**src/sv/gclp_pkg.sv**
```systemverilog
// gclp_pkg: character codes, field widths and result codes for the g-code line parser
// no dependencies; imported by gcode_line_parser, gclp_checker and tb_top
package gclp_pkg;

  // field widths
  localparam int CODE_W  = 13;
  localparam int AMODE_W = 2;
  localparam int COORD_W = 38;

  // default geometry
  localparam int LINE_CHARS_DEF  = 32;
  localparam int TOKEN_CHARS_DEF = 9;

  // character codes
  localparam logic [7:0] CH_NUL   = 8'd0;
  localparam logic [7:0] CH_LF    = 8'd10;
  localparam logic [7:0] CH_SP    = 8'd32;
  localparam logic [7:0] CH_MINUS = 8'd45;
  localparam logic [7:0] CH_0     = 8'd48;
  localparam logic [7:0] CH_1     = 8'd49;
  localparam logic [7:0] CH_COLON = 8'd58;
  localparam logic [7:0] CH_A     = 8'd65;
  localparam logic [7:0] CH_G     = 8'd71;
  localparam logic [7:0] CH_M     = 8'd77;

  // command code offsets
  localparam int CODE_OFS_G = 900;
  localparam int CODE_OFS_M = 100;

  // a mode codes
  localparam logic [AMODE_W-1:0] AMODE_NONE = 2'd0;
  localparam logic [AMODE_W-1:0] AMODE_A0   = 2'd1;
  localparam logic [AMODE_W-1:0] AMODE_A1   = 2'd2;
  localparam logic [AMODE_W-1:0] AMODE_BAD  = 2'd3;

endpackage

```
**src/sv/gcode_line_parser.sv**
```systemverilog
// channel   | ports                                   | accepted when
// ----------+-----------------------------------------+------------------------
// input     | in_valid, in_ready, in_char_in          | in_valid & in_ready
// result    | out_valid, out_ready, out_command_code, | out_valid & out_ready
//           | out_a_mode, out_x/y_hundredths          |
// a character other than line feed is written to the line ram; leading characters other than G or M are dropped
// a line feed on a non-empty line starts the walk: one ram read per stored
// character through the single read port, the read pipe drains, then scale, then emit
// reset is synchronous and active low; it empties the line, the ram is not cleared
// a pending result stalls only the emit step; no characters are taken while it waits there
//
// gcode_line_parser: top level, line store in gclp_ram and the token walk
// depends on gclp_pkg and gclp_ram
module gcode_line_parser import gclp_pkg::*; #(
  parameter int LINE_CHARS  = LINE_CHARS_DEF,
  parameter int TOKEN_CHARS = TOKEN_CHARS_DEF
) (
  input  logic                      clk,
  input  logic                      rst_n,
  input  logic                      in_valid,
  output logic                      in_ready,
  input  logic [7:0]                in_char_in,
  output logic                      out_valid,
  input  logic                      out_ready,
  output logic signed [CODE_W-1:0]  out_command_code,
  output logic [AMODE_W-1:0]        out_a_mode,
  output logic signed [COORD_W-1:0] out_x_hundredths,
  output logic signed [COORD_W-1:0] out_y_hundredths
);

  localparam int AW = $clog2(LINE_CHARS);
  localparam int CW = $clog2(LINE_CHARS + 1);
  localparam int PW = $clog2(TOKEN_CHARS + 1);
  localparam logic [CW-1:0] SLOT_LAST = CW'(LINE_CHARS - 1);
  localparam logic [CW-1:0] SLOT_FULL = CW'(LINE_CHARS);
  localparam logic [PW-1:0] POS_MAX   = PW'(TOKEN_CHARS);

  // token positions of interest
  localparam logic [2:0] TOK_CMD  = 3'd0;
  localparam logic [2:0] TOK_X    = 3'd1;
  localparam logic [2:0] TOK_AM   = 3'd3;
  localparam logic [2:0] TOK_DONE = 3'd4;

  typedef enum logic [1:0] {ST_IDLE, ST_WALK, ST_SCALE, ST_EMIT} state_t;

  state_t               state_r;
  logic [CW-1:0]        count_r;
  logic [CW-1:0]        rd_idx_r;
  logic                 dv_r;
  logic [2:0]           tok_r;
  logic [PW-1:0]        pos_r;
  logic [7:0]           head_r;
  logic [7:0]           c1_r, c2_r, a3c1_r;
  logic                 has1_r, has2_r, a3a_r, has_a3_r;
  logic                 gate_r [2];
  logic                 neg_r  [2];
  logic [COORD_W-1:0]   acc_r  [2];
  logic                 out_valid_r;
  logic [CODE_W-1:0]    code_r;
  logic [AMODE_W-1:0]   amode_r;
  logic [COORD_W-1:0]   x_r, y_r;

  logic                 in_acc, is_lf, keep_char, wr_en, rd_en;
  logic [CW-1:0]        wslot;
  logic [7:0]           rc;
  logic                 is_sep, is_dig;
  logic [3:0]           dig;
  logic                 is_g, is_m;
  logic signed [13:0]   d1_s, d2_s, n_s, code_full;
  logic [CODE_W-1:0]    code_nxt;
  logic [AMODE_W-1:0]   amode_nxt;
  logic [COORD_W-1:0]   x_nxt, y_nxt;

  // input side: characters are only taken while no walk is running
  assign in_ready  = (state_r == ST_IDLE);
  assign in_acc    = in_valid && in_ready;
  assign is_lf     = (in_char_in == CH_LF);
  assign keep_char = (count_r != '0) || (in_char_in == CH_G) || (in_char_in == CH_M);
  assign wr_en     = in_acc && !is_lf && keep_char;
  // once full, the last slot is overwritten
  assign wslot     = (count_r >= SLOT_FULL) ? SLOT_LAST : count_r;

  // walk reads; writes only happen in idle so no access overlap
  assign rd_en = (state_r == ST_WALK) && (rd_idx_r < count_r);

  gclp_ram #(
    .WIDTH (8),
    .DEPTH (LINE_CHARS)
  ) u_line_ram (
    .clk   (clk),
    .we    (wr_en),
    .waddr (wslot[AW-1:0]),
    .wdata (in_char_in),
    .re    (rd_en),
    .raddr (rd_idx_r[AW-1:0]),
    .rdata (rc)
  );

  // character classes of the read-back byte
  assign is_sep = (rc == CH_NUL) || (rc == CH_SP);
  assign is_dig = (rc >= CH_0) && (rc < CH_COLON);
  assign dig    = 4'(rc - CH_0);

  assign is_g = (head_r == CH_G);
  assign is_m = (head_r == CH_M);

  // command code: a missing second character counts as character code -1, digit -49
  always_comb begin
    d1_s = has1_r ? ($signed({6'b0, c1_r}) - 14'sd48) : -14'sd49;
    d2_s = $signed({6'b0, c2_r}) - 14'sd48;
    n_s  = has2_r ? 14'(d1_s * 14'sd10 + d2_s) : d1_s;
    if (is_g) begin
      code_full = n_s + 14'(CODE_OFS_G);
    end else if (is_m) begin
      code_full = n_s + 14'(CODE_OFS_M);
    end else begin
      code_full = '0;
    end
    code_nxt = code_full[CODE_W-1:0];
  end

  // a mode from the fourth token
  always_comb begin
    amode_nxt = AMODE_NONE;
    if (a3a_r && has_a3_r) begin
      if (a3c1_r == CH_0) begin
        amode_nxt = AMODE_A0;
      end else if (a3c1_r == CH_1) begin
        amode_nxt = AMODE_A1;
      end
    end
  end

  // sign of the coordinates
  assign x_nxt = neg_r[0] ? COORD_W'(0 - acc_r[0]) : acc_r[0];
  assign y_nxt = neg_r[1] ? COORD_W'(0 - acc_r[1]) : acc_r[1];

  // state, line count, token walk and output register
  always_ff @(posedge clk) begin
    if (!rst_n) begin
      state_r     <= ST_IDLE;
      count_r     <= '0;
      rd_idx_r    <= '0;
      dv_r        <= 1'b0;
      tok_r       <= TOK_CMD;
      pos_r       <= '0;
      out_valid_r <= 1'b0;
    end else begin
      // result taken; the emit step refills the register itself
      if (out_valid_r && out_ready && (state_r != ST_EMIT)) begin
        out_valid_r <= 1'b0;
      end
      unique case (state_r)
        ST_IDLE: begin
          if (wr_en) begin
            count_r <= wslot + 1'b1;
          end
          if (in_acc && is_lf && (count_r != '0)) begin
            state_r  <= ST_WALK;
            rd_idx_r <= '0;
            dv_r     <= 1'b0;
            tok_r    <= TOK_CMD;
            pos_r    <= '0;
            head_r   <= CH_NUL;
            has1_r   <= 1'b0;
            has2_r   <= 1'b0;
            a3a_r    <= 1'b0;
            has_a3_r <= 1'b0;
            for (int k = 0; k < 2; k++) begin
              gate_r[k] <= 1'b0;
              neg_r[k]  <= 1'b0;
              acc_r[k]  <= '0;
            end
          end
        end
        ST_WALK: begin
          dv_r <= rd_en;
          if (rd_en) begin
            rd_idx_r <= rd_idx_r + 1'b1;
          end
          if (dv_r) begin
            if (is_sep) begin
              if (tok_r < TOK_DONE) begin
                tok_r <= tok_r + 3'd1;
              end
              pos_r <= '0;
            end else if (pos_r < POS_MAX) begin
              pos_r <= pos_r + 1'b1;
              case (tok_r)
                TOK_CMD: begin
                  if (pos_r == PW'(0)) begin
                    head_r <= rc;
                  end
                  if (pos_r == PW'(1)) begin
                    c1_r   <= rc;
                    has1_r <= 1'b1;
                  end
                  if (pos_r == PW'(2)) begin
                    c2_r   <= rc;
                    has2_r <= 1'b1;
                  end
                end
                TOK_AM: begin
                  if (pos_r == PW'(0)) begin
                    a3a_r <= (rc == CH_A);
                  end
                  if (pos_r == PW'(1)) begin
                    a3c1_r   <= rc;
                    has_a3_r <= 1'b1;
                  end
                end
                default: ;
              endcase
              // coordinate lanes: gate, sign and decimal accumulate
              for (int k = 0; k < 2; k++) begin
                if (tok_r == TOK_X + 3'(k)) begin
                  if (pos_r == PW'(0)) begin
                    gate_r[k] <= (rc > CH_MINUS);
                  end
                  if (pos_r == PW'(1)) begin
                    neg_r[k] <= (rc == CH_MINUS);
                  end
                  if (is_dig) begin
                    acc_r[k] <= COORD_W'((acc_r[k] << 3) + (acc_r[k] << 1)
                                         + COORD_W'(dig));
                  end
                end
              end
            end
          end
          if ((rd_idx_r == count_r) && !dv_r) begin
            state_r <= ST_SCALE;
          end
        end
        ST_SCALE: begin
          // ungated coordinates are cleared; whole units on non-g lines become hundredths
          for (int k = 0; k < 2; k++) begin
            if (!gate_r[k]) begin
              acc_r[k] <= '0;
            end else if (!is_g) begin
              acc_r[k] <= COORD_W'((acc_r[k] << 6) + (acc_r[k] << 5) + (acc_r[k] << 2));
            end
          end
          state_r <= ST_EMIT;
        end
        ST_EMIT: begin
          if (!out_valid_r || out_ready) begin
            code_r      <= code_nxt;
            amode_r     <= amode_nxt;
            x_r         <= x_nxt;
            y_r         <= y_nxt;
            out_valid_r <= 1'b1;
            count_r     <= '0;
            state_r     <= ST_IDLE;
          end
        end
        default: state_r <= ST_IDLE;
      endcase
    end
  end

  assign out_valid        = out_valid_r;
  assign out_command_code = $signed(code_r);
  assign out_a_mode       = amode_r;
  assign out_x_hundredths = $signed(x_r);
  assign out_y_hundredths = $signed(y_r);

endmodule

```
**src/sv/gclp_ram.sv**
```systemverilog
// gclp_ram: generic single write port, single read port ram with registered read
// no dependencies; used by gcode_line_parser for the line store
module gclp_ram #(
  parameter int WIDTH = 8,
  parameter int DEPTH = 32,
  localparam int AW = (DEPTH > 1) ? $clog2(DEPTH) : 1
) (
  input  logic             clk,
  input  logic             we,
  input  logic [AW-1:0]    waddr,
  input  logic [WIDTH-1:0] wdata,
  input  logic             re,
  input  logic [AW-1:0]    raddr,
  output logic [WIDTH-1:0] rdata
);

  logic [WIDTH-1:0] mem [DEPTH];

  // write port
  always_ff @(posedge clk) begin
    if (we) begin
      mem[waddr] <= wdata;
    end
  end

  // registered read port
  always_ff @(posedge clk) begin
    if (re) begin
      rdata <= mem[raddr];
    end
  end

endmodule

```
**config.mk**
```make
export PLATFORM = sky130hd
export DESIGN_NAME = gcode_line_parser
export DESIGN_NICKNAME = d
export VERILOG_FILES = /design/src/sv/gclp_pkg.sv /design/src/sv/gcode_line_parser.sv /design/src/sv/gclp_ram.sv
export SDC_FILE = /design/constraint.sdc
export NUM_CORES = 1
export LEC_CHECK = 0
export ABC_CLOCK_PERIOD_IN_PS = 16000
export BUFFER_PORTS_ARGS = -buffer_cell sky130_fd_sc_hd__buf_2
export CAP_MARGIN = 20
export CORE_UTILIZATION = 60
export CTS_BUF_LIST = sky130_fd_sc_hd__clkbuf_4
export DETAILED_ROUTE_END_ITERATION = 16
export GPL_ROUTABILITY_DRIVEN = 0
export GPL_TIMING_DRIVEN = 1
export PLACE_DENSITY = 0.86
export SYNTH_ARGS = -nofsm -noshare
export SYNTH_HDL_FRONTEND = slang
export SYNTH_SLANG_ARGS = --single-unit
```
**constraint.sdc**
```tcl
create_clock -name clk -period 16 [get_ports clk]
set_input_delay 0.8 -clock clk [delete_from_list [all_inputs] [get_ports clk]]
set_output_delay 0.8 -clock clk [all_outputs]
set_load 0.05 [all_outputs]
```
## Word-level counts from Yosys, hierarchy flattened

Memories as Yosys holds them, arrays and structs flattened. A register that Yosys moved wholly into a read port is not among the register bits.
Cells that the tools add are included.

- Flip-flop bits (word level): 150
- Bits in writable memories: 336
- Input port bits: 12
- Output and inout port bits: 93
- Word-level logic and storage cells: 283
- Memories kept: 4

- Add/sub/neg operators: 20
- $mul: 1
- Order comparisons: 7
- Eq/ne operators: 36
- Muxes and demuxes: 142
- Bitwise logic cells: 12
- Reductions and logical operators: 41

Memory list:

| memory | depth | bits a word | read ports | clocked after memory_dff | write ports | RTL line | RTL |
|---|---|---|---|---|---|---|---|
| u_line_ram.mem | 32 | 8 | 1 | 1 | 1 | gclp_ram.sv:17 | `logic [WIDTH-1:0] mem [DEPTH];` |
| acc_r | 2 | 38 | 2 | 0 | 2 | gcode_line_parser.sv:57 | `logic [COORD_W-1:0] acc_r [2];` |
| gate_r | 2 | 1 | 2 | 0 | 2 | gcode_line_parser.sv:55 | `logic gate_r [2];` |
| neg_r | 2 | 1 | 2 | 0 | 2 | gcode_line_parser.sv:56 | `logic neg_r [2];` |

Operators with widths:

| cell | count |
|---|---|
| two-way mux 38 bit | 8 |
| adder 38 bit | 6 |
| two-way mux 1 bit | 96 |
| adder 38 x 4 -> 38 bit | 2 |
| subtractor 1 x 38 -> 38 bit (first input constant) | 2 |
| two-way mux 8 bit | 6 |
| == test 8 x 7 -> 1 bit (second input constant) | 5 |
| AND reduction 8 bit | 5 |
| two-way mux 13 bit | 3 |
| == test 8 x 6 -> 1 bit (second input constant) | 4 |
| two-way mux 6 bit | 5 |
| case mux 6 bit (2 select lines) | 2 |
| AND reduction 7 bit | 3 |
| inequality test 2 x 1 -> 1 bit (second input constant) | 10 |
| subtractor 8 x 6 -> 9 bit (second input constant) | 2 |
| two-way mux 4 bit | 4 |
| case mux 8 bit (2 select lines) | 1 |
| multiplier 14 x 4 -> 12 bit (second input constant) | 1 |
| two-way mux 14 bit | 1 |
| adder 13 x 11 -> 13 bit (second input constant) | 1 |
| adder 13 x 8 -> 13 bit (second input constant) | 1 |
| adder 13 x 9 -> 13 bit | 1 |
| adder 6 x 1 -> 6 bit (second input constant) | 2 |
| two-way mux 3 bit | 4 |
| 41 further kinds | 84 |

## Logic depth before layout (Yosys ltp)

Gate-level depths: netlist of run 1.

- Depth after elaboration: 13
- Gate-level depth with buffers: 21

## Cells and area by module

A second synthesis of run 1 with hierarchy kept.

- Cell total of the unflattened synthesis: 2600
- Area total of the unflattened synthesis: 31482.7 um^2

Modules (own cells, without submodules):

| module | times used | cells each | area an instance (um^2) | seq. area each (um^2) |
|---|---|---|---|---|
| gcode_line_parser | 1 | 2183 | 21349.2 | 6676.4 |
| gclp_ram | 1 | 417 | 10133.5 | 7927.6 |

## Worst setup path before layout of run 1

No wires, ideal clock.

- Kind: input port to flip-flop
- Start: input port rst_n
- End: register amode_r[0], in the netlist out_a_mode[0] (enable)
- Setup time: 0.541 ns
- Arrival: 4.929 ns
- Data required time: 15.459 ns
- Path slack: 10.530 ns
- Cell stages on the path: 3
- Buffers on the path: 1
- Cell sequence: clkbuf_1 nand2_1 nor2_1

- Longest elaborated chain between the ends: 1

Ends and longest elaborated chain:

| what | RTL line | RTL |
|---|---|---|
| start, declared | gcode_line_parser.sv:19 | `input logic rst_n,` |
| AND reduction 3 bit (no line) | n/a |  |
| end signal, assigned | gcode_line_parser.sv:249 | `amode_r <= amode_nxt;` |
| end, declared | gcode_line_parser.sv:60 | `logic [AMODE_W-1:0] amode_r;` |

No other way between the ends.
A chain may end at the register's enable or synchronous reset.

## Worst setup path after layout of run 1

- Start: register has1_r
- End: register code_r[12], in the netlist out_command_code[12], data pin

- Longest elaborated chain between the ends: 7
- Elaborated cells on any way between the ends: 8
- Classes of those cells: 3 x add/sub; 1 x mul; 4 x mux

Ends and longest elaborated chain:

| what | RTL line | RTL |
|---|---|---|
| start, declared | gcode_line_parser.sv:54 | `logic has1_r, has2_r, a3a_r, has_a3_r;` |
| start signal, assigned | gcode_line_parser.sv:165 | `has1_r <= 1'b0;` |
| start signal, assigned | gcode_line_parser.sv:196 | `has1_r <= 1'b1;` |
| two-way mux 14 bit * | gcode_line_parser.sv:109 | `d1_s = has1_r ? ($signed({6'b0, c1_r}) - 14'sd48) : -14'sd49;` |
| multiplier 14 x 4 -> 12 bit | gcode_line_parser.sv:111 | `n_s = has2_r ? 14'(d1_s * 14'sd10 + d2_s) : d1_s;` |
| adder 13 x 9 -> 13 bit | gcode_line_parser.sv:111 |  |
| two-way mux 13 bit * | gcode_line_parser.sv:111 |  |
| adder 13 x 8 -> 13 bit | gcode_line_parser.sv:115 | `code_full = n_s + 14'(CODE_OFS_M);` |
| two-way mux 13 bit | gcode_line_parser.sv:114 | `end else if (is_m) begin` |
| two-way mux 13 bit * | gcode_line_parser.sv:112 | `if (is_g) begin` |
| net code_full[12] | gcode_line_parser.sv:69 | `logic signed [13:0] d1_s, d2_s, n_s, code_full;` |
| end signal, assigned | gcode_line_parser.sv:248 | `code_r <= code_nxt;` |
| end, declared | gcode_line_parser.sv:59 | `logic [CODE_W-1:0] code_r;` |

Mark *: on every way through the listed nets, which the timed path passes. The rest lies on a longest branch.

==> summary.md, run 1 <==
| Metric | Value |
|---|---|
| Status | complete, no violations |
| Die W | 233 um |
| Peak supply drop | 89.9 uV |
| Largest net degree at the start of global routing | 70 |
| # clock sinks | approximately 490 |
| Initial DRC Count | a little over 2000 |
| Vias in the first global route | 22992 |
| Num CTS Buffers | between 100 and 150 |
| Register bit count reported by yosys | 494 |
| Net Count, Synth | 3046 |
| Max cap viols | 0 |
| Grt total ovfl | 0 |
| Post-CTS sizing | 0 |
| Initial Util | roughly three fifths |
| Xor-xnor portion of the synthesized cell area | approximately 6% |
| CP endpoint kind | flop |
| Post-synthesis simple-gate area fraction | about 10% |
| Hold_sp | rst_n |
| Register area share after synthesis | a little under half |
| Largest family of logic cells by synthesized area | adder cells |
| Setup TNS | 0 ns |
| RSZ-0062 raised after global routing | no |
| Core Area | between 0.05 and 0.06 mm2 |
| Synth Instances | between 2000 and 3000 |
| Global-route wire length before repair | approximately 120000 um |
| I/O pin total | 105 |
| Transition time of the tightest slew-check pin | 1.07 ns |
| Critical path class | reg -> reg |
| Setup-failing EPs final | 0 |
| FF-to-FF setup slack | 11.26 ns |
| Area grow syn2layout | 9.10% |
| Arrival @ worst endpoint | about 5.6 ns |
| Clock Pin Slew Worst Setup and Hold Paths | 0.06 ns |
| Fin cells | 3610 |
| Leakage | approximately 13 nW |
| Count leader, synth | edfxtp_1 |
| IO buf count | about 100 |
| Clock skew | ~0.048 ns |
| Placed cells | 3379 |
| Tmin final | 4.74 ns |
| Startpoint Class | flop |
| DRC Markers | 0 |
| Multiplexer area fraction after synthesis | 6.10% |
| Share of layout cells above drive strength 1 | between 10% and 20% |
| Synth Warn # | 0 |
| Critical Path RT | between 15 and 20 ns |
| DP HPWL | between 50000 and 60000 um |
| Rel. slew slack | between 20% and 30% |
| Synth Area in Compound Gates | between 10 and 15% |
| Vias per cell | roughly 6.3 |
| Mean post-synth cell area | about 12 um2 |
| Cts hold-fix bufs | 0 |
| Most frequent cells after synthesis | edfxtp_1, ha_1, nand2_1, nor2_1, xnor2_1 |
| Post-synthesis cell area | about 0.032 mm2 |
| Area of placed instances | between 0.03 and 0.04 mm2 |
| Max H-tree Level | 4 |
| Rows | 84 |
| Max FO, Critical Path | 10 |
| Number of synthesized flops with an enable pin | ~470 |
| Root Driver | clkbuf_4 |
| DRT Pass-1 Iters | 8 |
| Final Instance Area | 0.0349 mm2 |
| Ratio of final minimum period to clock period | 29.6% |
| Class of the most critical hold timing path | in -> reg |
| Antenna Violating Nets Remaining | 0 |
| Pwr per Cell Area | approximately 73 mW/mm2 |
| Slew Viols, Final | 0 |
| Nets | 3228 |
| Clock Tree Buf Depth | 3 |
| Final worst slack | 11.26 ns |
| Skew-Pair Late Insertion Delay | around 0.99 ns |
| Area contributors post-synth | edfxtp_1, ha_1, mux4_2, fa_1, xnor2_1 |
| DRT Wirelength | 74700 um |
| Ys async rst share | 0% |
| DIE AREA | around 0.054 mm2 |
| WL/cell | between 20 and 25 um |
| GRT Overall Usage | ~28% |
| Fmax | 0.211 GHz |
| Main synth FF type | edfxtp_1 |
| Yosys top cell area share | between 40% and 50% |
| Die Y | around 230 um |
| Post-CTS setup buffers | 0 |
| Place WS | around 11 ns |
| Critical Path Start | has1_r |
| Detailed-route via count | 22801 |
| Post-synth cell types | 103 |
| Area leader, netlist | edfxtp_1 |
| Fin. Hold Viols | 0 |
| Adder-cell share of the synthesized area | between 10% and 20% |
| Critical register-to-register path startpoint | has1_r |
| TritonCTS clock tree | yes |
| Initial antenna violation count | 2 |
## state kept, by name, summed over array words and instances (netlist names), 3 cells and up
name	flops
a3c1_r	8
acc_r	76
c1_r	8
c2_r	8
count_r	6
head_r	8
out_command_code	13
out_x_hundredths	38
out_y_hundredths	38
pos_r	4
rd_idx_r	6
tok_r	3
u_line_ram.mem	256
u_line_ram.rdata	8
## layout make-up
cell class | count | area (um2)
Timing Repair Buffer | 120 | 673
Tap cell | 688 | 861
Antenna cell | 5 | 12.5
Sequential cell | 494 | 14600
Fill cell | 3613 | 17800
Multi-Input combinational cell | 1926 | 16500
Inverter | 152 | 571
Clock buffer | 185 | 1390
Clock inverter | 40 | 294
## path summary, 6_finish.rpt
kind	endpoint	depth (start not counted)
worst max-delay path	out_command_code[12]	20
worst min-delay path	pos_r[0]	2
worst max register to register	out_command_code[12]	20
worst min register to register	rd_idx_r[5]	2
## per-layer routing
| metal | share of wire, % | vias up | GRT usage, % |
|---|---|---|---|
| met5 | 0 | - | 0 |
| met4 | 4.3 | 0 | 14.0 |
| met3 | 7.6 | 225 | 6.41 |
| met2 | 48 | 1083 | 45.2 |
| met1 | 40 | 11074 | 36.2 |
| li1 | - | 10419 | - |
## stage by stage
| step | hold WS, ns | power, W | utilization [%] |
|---|---|---|---|
| after floorplan | 0.462 | 0.00144 | - |
| after global placement | 0.480 | 0.00145 | 63.0 |
| after detailed placement | 0.511 | 0.00145 | 63.0 |
| after CTS | 0.108 | 0.00258 | 66.2 |
| after global routing | 0.138 | 0.00265 | 66.3 |
| final | 0.186 | 0.00256 | 66.3 |
## cells by family after synthesis
| kind of cell | Yosys count |
|---|---|
| simple gates | 633 |
| compound gates | 589 |
| flops | 494 |
| fa+ha+maj | 392 |
| buf+inv | 222 |
| xor+xnor | 218 |
| mux | 94 |
## power by group
group / switching [W] / internal (W) / total (W)
Combinational: 0.0000149 / 0.00000259 / 0.0000175
Clock: 0.000551 / 0.000590 / 0.00114
Sequential: 0.000000116 / 0.00140 / 0.00140
## layout by cell type, fill, tap and decap left out, types with 32 or more instances in the layout
master | Yosys | final
inv_1 | 151 | 151
nor2b_1 | 32 | 32
o22ai_1 | 58 | 58
fa_1 | 70 | 70
o21ai_0 | 99 | 99
nand2_1 | 169 | 168
xnor2_1 | 154 | 154
a21o_1 | 63 | 63
a21oi_1 | 138 | 138
clkbuf_4 | 0 | 185
xor2_1 | 64 | 64
nand3_1 | 56 | 56
ha_1 | 322 | 322
edfxtp_1 | 471 | 471
mux4_2 | 80 | 80
nor2_1 | 156 | 155
buf_2 | 13 | 104
nand4_1 | 35 | 35
## worst max-delay path, stage by stage, from the launching register on
cell and delay, ns:
edfxtp_1 0.52, nor2b_1 0.34, ha_1 0.30, ha_1 0.29
a21o_1 0.17, a21oi_1 0.24, o21ai_0 0.12, a21oi_1 0.28
o21bai_1 0.10, a21oi_1 0.18, xnor2_1 0.14, ha_1 0.30
inv_1 0.14, nor4_1 0.07, a21oi_1 0.10, o311ai_0 0.14
a311o_1 0.36, and3_1 0.23, o21ai_0 0.19, a22oi_1 0.10
mux2i_1 0.23
Power figures use the tool's default switching activity.
==> inputs of run 2 (changes only) <==
--- a/config.mk
+++ b/config.mk
@@ -5,15 +5,16 @@
 export SDC_FILE = /design/constraint.sdc
 export NUM_CORES = 1
 export LEC_CHECK = 0
-export ABC_CLOCK_PERIOD_IN_PS = 16000
+export ABC_AREA = 1
+export ABC_CLOCK_PERIOD_IN_PS = 4320
 export BUFFER_PORTS_ARGS = -buffer_cell sky130_fd_sc_hd__buf_2
 export CAP_MARGIN = 20
-export CORE_UTILIZATION = 60
+export CORE_UTILIZATION = 59
 export CTS_BUF_LIST = sky130_fd_sc_hd__clkbuf_4
 export DETAILED_ROUTE_END_ITERATION = 16
 export GPL_ROUTABILITY_DRIVEN = 0
 export GPL_TIMING_DRIVEN = 1
-export PLACE_DENSITY = 0.86
+export PLACE_DENSITY = 0.88
 export SYNTH_ARGS = -nofsm -noshare
 export SYNTH_HDL_FRONTEND = slang
 export SYNTH_SLANG_ARGS = --single-unit
==> constraint.sdc (replaced) <==
create_clock -name clk -period 4.32 [get_ports clk]
set_input_delay 0.216 -clock clk [delete_from_list [all_inputs] [get_ports clk]]
set_output_delay 0.216 -clock clk [all_outputs]
set_load 0.05 [all_outputs]
==> summary.md, run 2 <==
| Metric | Value |
|---|---|
| Status | complete, no violations |
| Clock Tree Buf Depth | 3 |
| TritonCTS clock tree | yes |
| Global-route wire length before repair | around 140000 um |
| Reg2Reg Depth | 23 |
| Die Y | 241 um |
| Leakage | around 15 nW |
| Final worst slack | 0.309 ns |
| DRC Markers | 0 |
| Rel. slew slack | around 36% |
| Setup TNS | 0 ns |
| Max cap viols | 0 |
| Class of the most critical hold timing path | in -> reg |
| Critical Path RT | slightly above 5 ns |
| WL/cell | about 18 um |
| Area contributors post-synth | edfxtp_1, ha_1, nand2_1, o21ai_0, nor2_1 |
| Pwr per Cell Area | 488 mW/mm2 |
| Number of synthesized flops with an enable pin | ~470 |
| DRT Wirelength | ~86000 um |
| Synth Instances | roughly 3700 |
| Initial DRC Count | roughly 3100 |
| Setup-failing EPs final | 0 |
| Slew Viols, Final | 0 |
| Most frequent cells in the layout | nand2_1, edfxtp_1, nor2_1, inv_1, o21ai_0 |
| Initial Util | 59.7% |
| Filler Cell Count | about 4300 |
| DP HPWL | a little over 60000 um |
| Critical path class | reg -> reg |
| Ratio of final minimum period to clock period | between 90% and 100% |
| Clock Pin Slew Worst Setup and Hold Paths | ~0.080 ns |
| Place WS | 0.0919 ns |
| Antenna Violating Nets Remaining | 0 |
| Net Count, Synth | 4129 |
| Share of layout cells above drive strength 1 | between 10 and 15% |
| Peak supply drop | 386 uV |
| WHS Path Cells | 2 |
| Fmax | ~0.25 GHz |
| Area grow syn2layout | 9.42% |
| I/O pin total | between 100 and 150 |
| Max H-tree Level | 3 |
| Crit-path cells | ha_1 > inv_1 > a21oi_1 > o21ai_1 > ha_1 > ha_1 > a21oi_1 > o21ai_2 > nand3_1 > nand2_1 > xor2_1 > ha_1 > inv_1 > nor3_1 > nand3_1 > nand3_1 > nand2_1 > nand3_1 > nand2_1 > inv_1 > nand4_1 > nand3_1 > nand2_1 |
| Final Instance Area | 0.0368 mm2 |
| Startpoint Class | flop |
| Placed cells | 4526 |
| Transition time of the tightest slew-check pin | around 0.95 ns |
| Area of placed instances | approximately 0.035 mm2 |
| Die W | ~240 um |
| Slowest stage cell on the critical path | edfxtp_1 |
| Yosys top cell area share | 42.0% |
| Grt total ovfl | 0 |
| DIE AREA | about 0.058 mm2 |
| GRT Overall Usage | between 30% and 40% |
| Most common cell after layout, fill and taps aside | nand2_1 |
| Ys async rst share | 0% |
| Rows | 87 |
| Register bit count reported by yosys | 494 |
| IO buf count | about 100 |
| Num CTS Buffers | 120 |
| Max reg flops | 256 |
| Tmin final | between 4 and 5 ns |
| Initial antenna violation count | 3 |
| Synth Warn # | 0 |
| Count leader, synth | nand2_1 |
| Fin. Hold Viols | 0 |
| Vias per cell | 5.98 |
| DRT Pass-1 Iters | 9 |
| Detailed-route via count | around 29000 |
| Worst path most repeated cell | nand3_1 |
| Most frequent cells after synthesis | nand2_1, edfxtp_1, nor2_1, inv_1, o21ai_0 |
| Clock skew | 0.0882 ns |
| Fin cells | between 4000 and 5000 |
| Area leader, netlist | edfxtp_1 |
| Arrival @ worst endpoint | between 4 and 5 ns |
| Core Area | 0.0564 mm2 |
| Post-synthesis cell area | between 0.03 and 0.04 mm2 |
| Main synth FF type | edfxtp_1 |
| Worst hold slack | approximately 0.066 ns |
| Nets | roughly 4300 |
| Root Driver | clkbuf_4 |
| Post-synth cell types | 63 |
| Most flops, register | u_line_ram.mem |
| Max FO, Critical Path | 4 |
| # clock sinks | a little under 500 |
| Top Registers | u_line_ram.mem (256), acc_r (76) |
| Register area share after synthesis | around 43% |
| Largest net degree at the start of global routing | 95 |
| Vias in the first global route | between 20000 and 30000 |
| Skew-Pair Late Insertion Delay | 1.03 ns |
| Mean post-synth cell area | approximately 9.0 um2 |
| CP endpoint kind | flop |
| CP peak stage delay | 0.40 ns |
run 2: cell count changes in the layout (fill, tap and decap cells not counted), moves of 30 or more:
cell      previous run  this run
a21oi_1            138       250
xnor2_1            154        29
a21o_1              63        12
nor2b_1             32         0
inv_1              151       378
nor2_1             155       439
xor2_1              64        99
clkbuf_4           185       155
nand3_1             56       173
nand2b_1            30         0
nand2_1            168       635
mux4_2              80         0
o21ai_0             99       332
o221ai_1             4        34
run 2: final timing paths:
path / start / to / slack, ns
min: in_char_in[7] / u_line_ram.mem[22][7] / 0.07
max reg2reg: c1_r[4] / out_command_code[12] / 0.31
max: c1_r[4] / out_command_code[12] / 0.31
min reg2reg: pos_r[3] / pos_r[3] / 0.50
run 2: what timing repair did:
item | 4_1_cts | 5_1_grt
endpoints found under the hold margin | 289 | 0
gates resized for setup | 0 | 7
hold buffers | 12 | 0
setup endpoints to repair | 0 | 4
setup buffers | 0 | 5
run 2: routing by layer:
| layer | vias up | part of all wire (%) | track usage (%) |
|---|---|---|---|
| met2 | 1559 | 48 | 51.2 |
| met5 | - | 0 | 0 |
| li1 | 13420 | - | - |
| met4 | 0 | 4.8 | 15.8 |
| met1 | 13223 | 37 | 36.2 |
| met3 | 357 | 9.5 | 6.20 |
run 2: final cells by class:
class	count	area [um2]	share of cell area (%)
tap	756	946	2.57
clock inverter	72	464	1.26
timing repair buffer	147	912	2.48
sequential	494	14600	39.7
multi-input combinational	2761	17300	46.9
inverter	387	1450	3.95
clock buffer	155	1160	3.16
antenna	4	10.0	0.0272
run 2: metrics by stage:
| stage | util [%] | total power (W) |
|---|---|---|
| 2_1_floorplan | - | 0.0118 |
| 3_3_place_gp | 62.0 | 0.0134 |
| 3_5_place_dp | 62.0 | 0.0137 |
| 4_1_cts | 65.1 | 0.0178 |
| 5_1_grt | 65.3 | 0.0192 |
| 6_report | 65.3 | 0.0180 |
run 2: logic make-up after synthesis:
logic type / count (synthesis) / share of synthesized area, %
flops: 494 / 43.4
fa+ha+maj: 392 / 16.1
compound gates: 804 / 13.5
buf+inv: 470 / 5.41
simple gates: 1436 / 18.2
xor+xnor: 129 / 3.38
run 2: power by group:
group / total (W) / internal, W / switching [W] / leakage [nW]
clock network: 0.00404 / 0.00195 / 0.00210 / 0.952
registers: 0.00604 / 0.00561 / 0.000435 / 4.47
logic: 0.00788 / 0.00262 / 0.00526 / 9.92
run 2: worst max-delay path, delay by kind of cell, from the launching register on:
family / cells / cell delay, ns
AOI/OAI and AO/OA: 4 / 0.55
xor gates and xnor gates: 1 / 0.14
adders and majority gates: 4 / 1.22
buffers and inverters: 3 / 0.32
DFF: 1 / 0.40
and+or+nand+nor: 11 / 1.12
